===== config.mk =====
export PLATFORM = sky130hd
export DESIGN_NAME = bitmap_page_allocator
export DESIGN_NICKNAME = d
export VERILOG_FILES = /design/src/hw/rtl/bpa_pkg.sv /design/src/hw/rtl/bitmap_page_allocator.sv /design/src/hw/rtl/bpa_ram.sv
export SDC_FILE = /design/constraint.sdc
export NUM_CORES = 2
export LEC_CHECK = 0
export ABC_AREA = 1
export BUFFER_PORTS_ARGS = -buffer_cell sky130_fd_sc_hd__buf_2
export CAP_MARGIN = 30
export CORE_MARGIN = 1
export CORE_UTILIZATION = 38
export CTS_CLUSTER_SIZE = 40
export DETAILED_ROUTE_END_ITERATION = 10
export PLACE_DENSITY = 0.59
export SLEW_MARGIN = 25
export SYNTH_ARGS = -nofsm -noshare
export SYNTH_HDL_FRONTEND = slang
export SYNTH_HIERARCHICAL = 1
export SYNTH_SLANG_ARGS = --single-unit

===== constraint.sdc =====
create_clock -name clk -period 6.01 [get_ports clk]
set_input_delay 0.3005 -clock clk [delete_from_list [all_inputs] [get_ports clk]]
set_output_delay 0.3005 -clock clk [all_outputs]
set_load 0.02 [all_outputs]

===== src/hw/rtl/bpa_pkg.sv =====
// Package with the types, constants and codes of the bitmap page allocator.
package bpa_pkg;

	localparam int MAX_PAGES = 1024;
	localparam int WORD_BITS = 32;
	localparam int WORD_SH   = $clog2(WORD_BITS);
	localparam int MAP_WORDS = MAX_PAGES / WORD_BITS + 1;
	localparam int WADDR_W   = $clog2(MAP_WORDS);
	localparam int PAGE_W    = 10;
	localparam int COUNT_W   = 11;
	localparam int KIND_W    = 2;
	localparam int STATUS_W  = 2;
	localparam int CFG_IDX_W = 1;

	typedef enum logic [KIND_W-1:0] {
		K_ALLOC = 2'd0,
		K_FREE  = 2'd1,
		K_INIT  = 2'd2,
		K_NOP   = 2'd3
	} kind_t;

	typedef enum logic [STATUS_W-1:0] {
		S_OK       = 2'd0,
		S_NONE     = 2'd1,
		S_RANGE    = 2'd2,
		S_NOT_USED = 2'd3
	} status_t;

	typedef enum logic [CFG_IDX_W-1:0] {
		CFG_TOTAL    = 1'b0,
		CFG_RESERVED = 1'b1
	} cfg_idx_t;

	typedef enum logic [2:0] {
		ST_IDLE,
		ST_SCAN,
		ST_FREE_CHK,
		ST_INIT,
		ST_DONE
	} state_t;

	typedef struct packed {
		logic [KIND_W-1:0] kind;
		logic [PAGE_W-1:0] page;
	} req_t;

	typedef struct packed {
		logic [STATUS_W-1:0] status;
		logic [PAGE_W-1:0]   granted_page;
		logic [COUNT_W-1:0]  free_count;
	} rsp_t;

endpackage


===== src/hw/rtl/bitmap_page_allocator.sv =====
// Top level of the bitmap page allocator: control sequencer around the bitmap memory.
//
//   channel  direction  handshake              payload
//   req      in         req_valid / req_stall  kind, page
//   rsp      out        rsp_valid / rsp_stall  status, granted_page, free_count
//   cfg      in         cfg_valid / cfg_ready  cfg_index, cfg_data
//
// During an allocate one bitmap word is read and checked per cycle.
// An allocate with a total of zero pages goes straight to the response without a scan.
// An initialize writes all 33 map words, one per cycle.
// A free checks its map word before the response; an out of range free or a no-op goes straight to it.
// After reset the map reads as all free through per-word valid bits.
// A stalled response is held in the output register while the next request is taken.
module bitmap_page_allocator (
	input  logic                               clk,
	input  logic                               arst_n,
	input  logic                               req_valid,
	output logic                               req_stall,
	input  bpa_pkg::req_t                      req,
	output logic                               rsp_valid,
	input  logic                               rsp_stall,
	output bpa_pkg::rsp_t                      rsp,
	input  logic                               cfg_valid,
	output logic                               cfg_ready,
	input  logic [bpa_pkg::CFG_IDX_W-1:0]      cfg_index,
	input  logic [bpa_pkg::COUNT_W-1:0]        cfg_data
);

	import bpa_pkg::*;

	function automatic logic [WORD_SH-1:0] lowest_zero(input logic [WORD_BITS-1:0] w);
		logic [WORD_SH-1:0] idx;
		idx = '0;
		for (int i = WORD_BITS - 1; i >= 0; i--) begin
			if (!w[i]) begin
				idx = WORD_SH'(i);
			end
		end
		return idx;
	endfunction

	state_t                state_q, state_d;
	logic [COUNT_W-1:0]    total_q, rsvd_q, count_q, count_d;
	logic [COUNT_W-1:0]    eff_tot, eff_rsvd;
	logic [PAGE_W-1:0]     page_q, page_d, granted_q, granted_d;
	status_t               status_q, status_d;
	logic [WADDR_W-1:0]    init_w_q, init_w_d;
	logic [MAP_WORDS-1:0]  vld_q;
	logic                  vld_s1;
	logic [WADDR_W-1:0]    raddr, raddr_s1, waddr;
	logic                  we;
	logic [WORD_BITS-1:0]  wdata, rdata, word_eff, init_pat;
	logic [WORD_SH-1:0]    zbit;
	logic                  found;
	logic [PAGE_W-1:0]     idx;
	logic [COUNT_W-1:0]    next_base, init_base, init_diff;
	logic                  accept, rsp_load;
	rsp_t                  rsp_q;
	logic                  rsp_valid_q;

	bpa_ram #(
		.WIDTH(WORD_BITS),
		.DEPTH(MAP_WORDS)
	) u_map (
		.clk  (clk),
		.we   (we),
		.waddr(waddr),
		.wdata(wdata),
		.raddr(raddr),
		.rdata(rdata)
	);

	assign cfg_ready = 1'b1;
	assign req_stall = (state_q != ST_IDLE);
	assign accept    = req_valid && !req_stall;
	assign rsp_valid = rsp_valid_q;
	assign rsp       = rsp_q;

	assign eff_tot  = (total_q > COUNT_W'(MAX_PAGES)) ? COUNT_W'(MAX_PAGES) : total_q;
	assign eff_rsvd = (rsvd_q > COUNT_W'(MAX_PAGES)) ? COUNT_W'(MAX_PAGES) : rsvd_q;

	assign word_eff  = vld_s1 ? rdata : '0;
	assign found     = ~&word_eff;
	assign zbit      = lowest_zero(word_eff);
	assign idx       = {raddr_s1[PAGE_W-WORD_SH-1:0], zbit};
	assign next_base = (COUNT_W'(raddr_s1) + COUNT_W'(1)) << WORD_SH;

	assign init_base = COUNT_W'(init_w_q) << WORD_SH;
	assign init_diff = eff_rsvd - init_base;
	always_comb begin
		if (eff_rsvd >= init_base + COUNT_W'(WORD_BITS)) begin
			init_pat = '1;
		end else if (eff_rsvd > init_base) begin
			init_pat = ~({WORD_BITS{1'b1}} << init_diff[WORD_SH-1:0]);
		end else begin
			init_pat = '0;
		end
	end

	always_comb begin
		state_d   = state_q;
		count_d   = count_q;
		status_d  = status_q;
		granted_d = granted_q;
		init_w_d  = init_w_q;
		page_d    = page_q;
		we        = 1'b0;
		waddr     = raddr_s1;
		wdata     = word_eff;
		raddr     = raddr_s1 + WADDR_W'(1);
		rsp_load  = 1'b0;
		unique case (state_q)
			ST_IDLE: begin
				raddr = (req.kind == K_FREE) ? WADDR_W'(req.page >> WORD_SH) : '0;
				if (accept) begin
					page_d    = req.page;
					granted_d = '0;
					status_d  = S_OK;
					unique case (req.kind)
						K_ALLOC: begin
							if (eff_tot == '0) begin
								status_d = S_NONE;
								state_d  = ST_DONE;
							end else begin
								state_d = ST_SCAN;
							end
						end
						K_FREE: begin
							if (COUNT_W'(req.page) >= eff_tot) begin
								status_d = S_RANGE;
								state_d  = ST_DONE;
							end else begin
								state_d = ST_FREE_CHK;
							end
						end
						K_INIT: begin
							init_w_d = '0;
							count_d  = (rsvd_q >= eff_tot) ? '0 : eff_tot - rsvd_q;
							state_d  = ST_INIT;
						end
						K_NOP: begin
							state_d = ST_DONE;
						end
						default: begin
							state_d = ST_DONE;
						end
					endcase
				end
			end
			ST_SCAN: begin
				if (found) begin
					state_d = ST_DONE;
					if (COUNT_W'(idx) >= eff_tot) begin
						status_d = S_NONE;
					end else begin
						we        = 1'b1;
						wdata     = word_eff | (WORD_BITS'(1) << zbit);
						granted_d = idx;
						count_d   = (count_q == '0) ? '0 : count_q - COUNT_W'(1);
					end
				end else if (next_base >= eff_tot) begin
					status_d = S_NONE;
					state_d  = ST_DONE;
				end
			end
			ST_FREE_CHK: begin
				state_d = ST_DONE;
				if (!word_eff[page_q[WORD_SH-1:0]]) begin
					status_d = S_NOT_USED;
				end else begin
					we      = 1'b1;
					wdata   = word_eff & ~(WORD_BITS'(1) << page_q[WORD_SH-1:0]);
					count_d = (count_q == '1) ? count_q : count_q + COUNT_W'(1);
				end
			end
			ST_INIT: begin
				we    = 1'b1;
				waddr = init_w_q;
				wdata = init_pat;
				if (init_w_q == WADDR_W'(MAP_WORDS - 1)) begin
					state_d = ST_DONE;
				end else begin
					init_w_d = init_w_q + WADDR_W'(1);
				end
			end
			ST_DONE: begin
				if (!rsp_valid_q || !rsp_stall) begin
					rsp_load = 1'b1;
					state_d  = ST_IDLE;
				end
			end
			default: begin
				state_d = ST_IDLE;
			end
		endcase
	end

	always_ff @(posedge clk or negedge arst_n) begin
		if (!arst_n) begin
			state_q     <= ST_IDLE;
			total_q     <= COUNT_W'(MAX_PAGES);
			rsvd_q      <= '0;
			count_q     <= COUNT_W'(MAX_PAGES);
			vld_q       <= '0;
			rsp_valid_q <= 1'b0;
		end else begin
			state_q <= state_d;
			count_q <= count_d;
			if (cfg_valid && cfg_ready) begin
				unique case (cfg_index)
					CFG_TOTAL:    total_q <= cfg_data;
					CFG_RESERVED: rsvd_q  <= cfg_data;
					default:      total_q <= total_q;
				endcase
			end
			if (we) begin
				vld_q[waddr] <= 1'b1;
			end
			if (rsp_load) begin
				rsp_valid_q <= 1'b1;
			end else if (!rsp_stall) begin
				rsp_valid_q <= 1'b0;
			end
		end
	end

	always_ff @(posedge clk) begin
		status_q  <= status_d;
		granted_q <= granted_d;
		init_w_q  <= init_w_d;
		page_q    <= page_d;
		raddr_s1  <= raddr;
		vld_s1    <= vld_q[raddr];
		if (rsp_load) begin
			rsp_q.status       <= status_q;
			rsp_q.granted_page <= granted_q;
			rsp_q.free_count   <= count_q;
		end
	end

endmodule


===== src/hw/rtl/bpa_ram.sv =====
// Generic single-port-write, single-port-read RAM with a registered read.
module bpa_ram #(
	parameter int WIDTH = 32,
	parameter int DEPTH = 33
) (
	input  logic                     clk,
	input  logic                     we,
	input  logic [$clog2(DEPTH)-1:0] waddr,
	input  logic [WIDTH-1:0]         wdata,
	input  logic [$clog2(DEPTH)-1:0] raddr,
	output logic [WIDTH-1:0]         rdata
);

	logic [WIDTH-1:0] mem_q [DEPTH];

	always_ff @(posedge clk) begin
		if (we) begin
			mem_q[waddr] <= wdata;
		end
		rdata <= mem_q[raddr];
	end

endmodule

==> flow_summary_export.csv <==
group,metric,value,unit
final_layout,n_fill_cell,12816,
floorplan,ios,55,
cts,cts_buffer_depth,3,
routing,wl_per_cell,23.6,um
worst_setup_path,crit_top_cell,"nand2_1",
worst_setup_path,cpMaxStageDelayCell,"nor2_2",
placement,place_congestion,0.933,
final_layout,layout-drive-gt1-share,0.0922,
final_layout,diodes,0,
routing,drt-total-wl,165000,um
timing,hold_violations,0,
timing,finalMaxSlewViolations,0,
synth,syn_area,53000,sq um
timing,setup_viol,0,
timing,slew_headroom,0.206,
worst_setup_path,max_stage_delay,0.50,ns
final_layout,area_growth,13.5,%
synth,ys_warn_count,6,
routing,via_per_inst,5.41,
routing,wl_met1,71200,um
global_route,grt.overflow.total,0,
routing,drcViolationCount,0,
global_route,grt_pass1_vias,35623,
routing,initialDrtViolationCount,4360,
worst_setup_path,end_kind,"flop",
flow_run,maxCapViolCount,0,
final_layout,seqCellArea,35600,sq um
cts,htreeDepth,4,
timing,min_period_over_period,0.864,
worst_setup_path,startpoint_type,"flop",
cts,cts_inserted_buffers,131,
timing,fmax,193,MHz
routing,dr.pass1.iters,6,
routing,wl_met3,13700,um
global_route,antenna_found_initial,7,
synth,synthesis.nets,5020,
floorplan,initial_utilization,0.384,
outcome,status,"completed",
synth,synth_edf_count,1102,
routing,via_count,37871,
cts,post_cts_resize_count,0,
timing,rsz0062_at_grt,"false",
routing,top_layer_used,"met5",
routing,ant_nets,0,
floorplan,core-area,138000,sq um
routing,met2_wirelength,75300,um
timing,tightest_slew,1.19,ns
final_layout,mostFrequentLayoutCells,"nand2_1, edfxtp_1, nand3_1",
worst_setup_path,arrival,5.69,ns
synth,synthDistinctLibCells,61,
timing,period_needed,5.19,ns
global_route,gr-usage-all-layers,0.233,
cts,cts_tree,"done",
synth,async_flop_share,0.0578,
cts,cts-root-buf,"clkbuf_16",
synth,ys_seq_elements,1211,
cts,cts.sinks,1211,
final_layout,final_common_cell,"nand2_1",
timing,finalClockSkew,0.0295,ns
global_route,grt_pass1_wl,243000,um
floorplan,die_area,141000,sq um
cts,path_clk_slew,0.07,ns
placement,dp_hpwl,103000,um
floorplan,chipHeight,375,um
floorplan,die_w,375,um
final_layout,fin_area,60200,sq um
floorplan,num_rows,136,
synth,synth_cells,4936,
global_route,grt_max_degree,176,
cts,clkLatencyLatePin,0.78,ns
synth,avgSynthCellArea,10.7,sq um
timing,fin_tns_setup,0,ns
final_layout,nNetsFinal,5113,
worst_setup_path,worstPathMaxFanout,33,
worst_setup_path,cp.required,6.51,ns
placement,dpl_cell_area,55900,sq um
final_layout,multi_input_area,15300,sq um
synth,ys_seq_area_frac,0.672,
min_path,hold_path_class,"in2reg",
synth,ys.flop_type,"edfxtp_1",
placement,portBuffers,53,
worst_setup_path,critPathKind,"reg2reg",
layout make-up:
type                            instances  share of cell area
Sequential cell                      1211               0.592
Multi-Input combinational cell       3245               0.254
Clock buffer                          177              0.0584
Tap cell                             1863              0.0387
Timing Repair Buffer                  229              0.0339
Inverter                              211              0.0138
Clock inverter                         58             0.00929
worst paths after layout:
path                       cells past startpoint                             to                  startpoint  slack, ns
setup reg to reg                              31  u_map/mem_q[22][30]$_DFFE_PP_              vld_s1$_DFF_P_       0.82
hold reg to reg                                0              rsp[13]$_DFFE_PP_  granted_q[2]$_SDFFCE_PN0P_       0.42
setup / recovery                              31  u_map/mem_q[22][30]$_DFFE_PP_              vld_s1$_DFF_P_       0.82
max in group asynchronous                      3          vld_q[20]$_DFFE_PN0P_                      arst_n       5.34
min in group asynchronous                      3         count_q[0]$_DFFE_PN0P_                      arst_n       0.15
hold / removal                                 4          status_q[1]$_DFFE_PP_                     req[11]       0.09
timing repair:
action | CTS | global route
hold endpoints to repair | 98 | 0
hold buffers | 19 | 0
buffers inserted | 0 | 0
synthesized netlist by cell type, drive strengths merged, types with 7 or more instances:
cell type	number	area, sq um
a211oi	10	80.1
a21oi	73	380
a22oi	9	67.6
a31o	17	149
a31oi	26	163
buf	215	1420
clkbuf	54	203
dfrtp	68	1700
dfxtp	39	781
edfxtp	1102	33100
ha	54	676
inv	207	782
nand2	1630	6120
nand3	955	4780
nand4	28	175
nor2	183	707
nor3	31	160
nor4	13	100
o211ai	18	135
o21ai	113	566
o21bai	10	75.1
o22ai	7	43.8
o31ai	18	135
xor2	11	96.3
kinds of logic (layout without fill, tap and decap cells):
kind of cell               after synthesis  in the layout  share of synthesized area
and+or+nand+nor                       2846           2846                      0.228
buffers and inverters                  480            675                     0.0457
DFF                                   1211           1211                      0.672
adders and majority gates               55             55                     0.0131
xor gates and xnor gates                15             15                    0.00248
other                                    1              1                  0.0000707
AOI/OAI and AO/OA                      328            328                     0.0383
sequential cells by signal, summed over array words and instances, names as in the netlist:
signal	cells
u_map/mem_q	1056
vld_q	33
u_map/rdata	32
rsp	23
count_q	11
rsvd_q	11
total_q	11
granted_q	10
init_w_q	6
raddr_s1	6
page_q	5
state_q	3
status_q	2
rsp_valid	1
vld_s1	1
worst max-delay path: cells and delay by family (launching register included):
| kind | cells | cell delay (ns) |
|---|---|---|
| DFF | 1 | 0.40 |
| adders and majority gates | 1 | 0.34 |
| AOI/OAI and AO/OA | 6 | 0.91 |
| and+or+nand+nor | 20 | 2.03 |
| buffers and inverters | 4 | 1.20 |
metal layers:
metal,vias to the layer above,track usage
met5,-,0
met3,233,0.0402
li1,17435,-
met4,4,0.0709
met1,18512,0.333
met2,1687,0.361
stage by stage:
step	util	setup slack (ns)	cells	hold slack, ns
floorplan	-	0.781	4936	0.00491
global route	0.436	0.342	6994	0.0761
CTS	0.436	0.898	6992	0.00620
global placement	0.405	0.815	6735	0.402
detailed placement	0.405	0.931	6738	0.405
finish	0.436	0.817	6994	0.0871
Power is left out: the tool's default activity adds up to more than one toggle a clock period on the data nets, which glitch-free logic cannot reach.
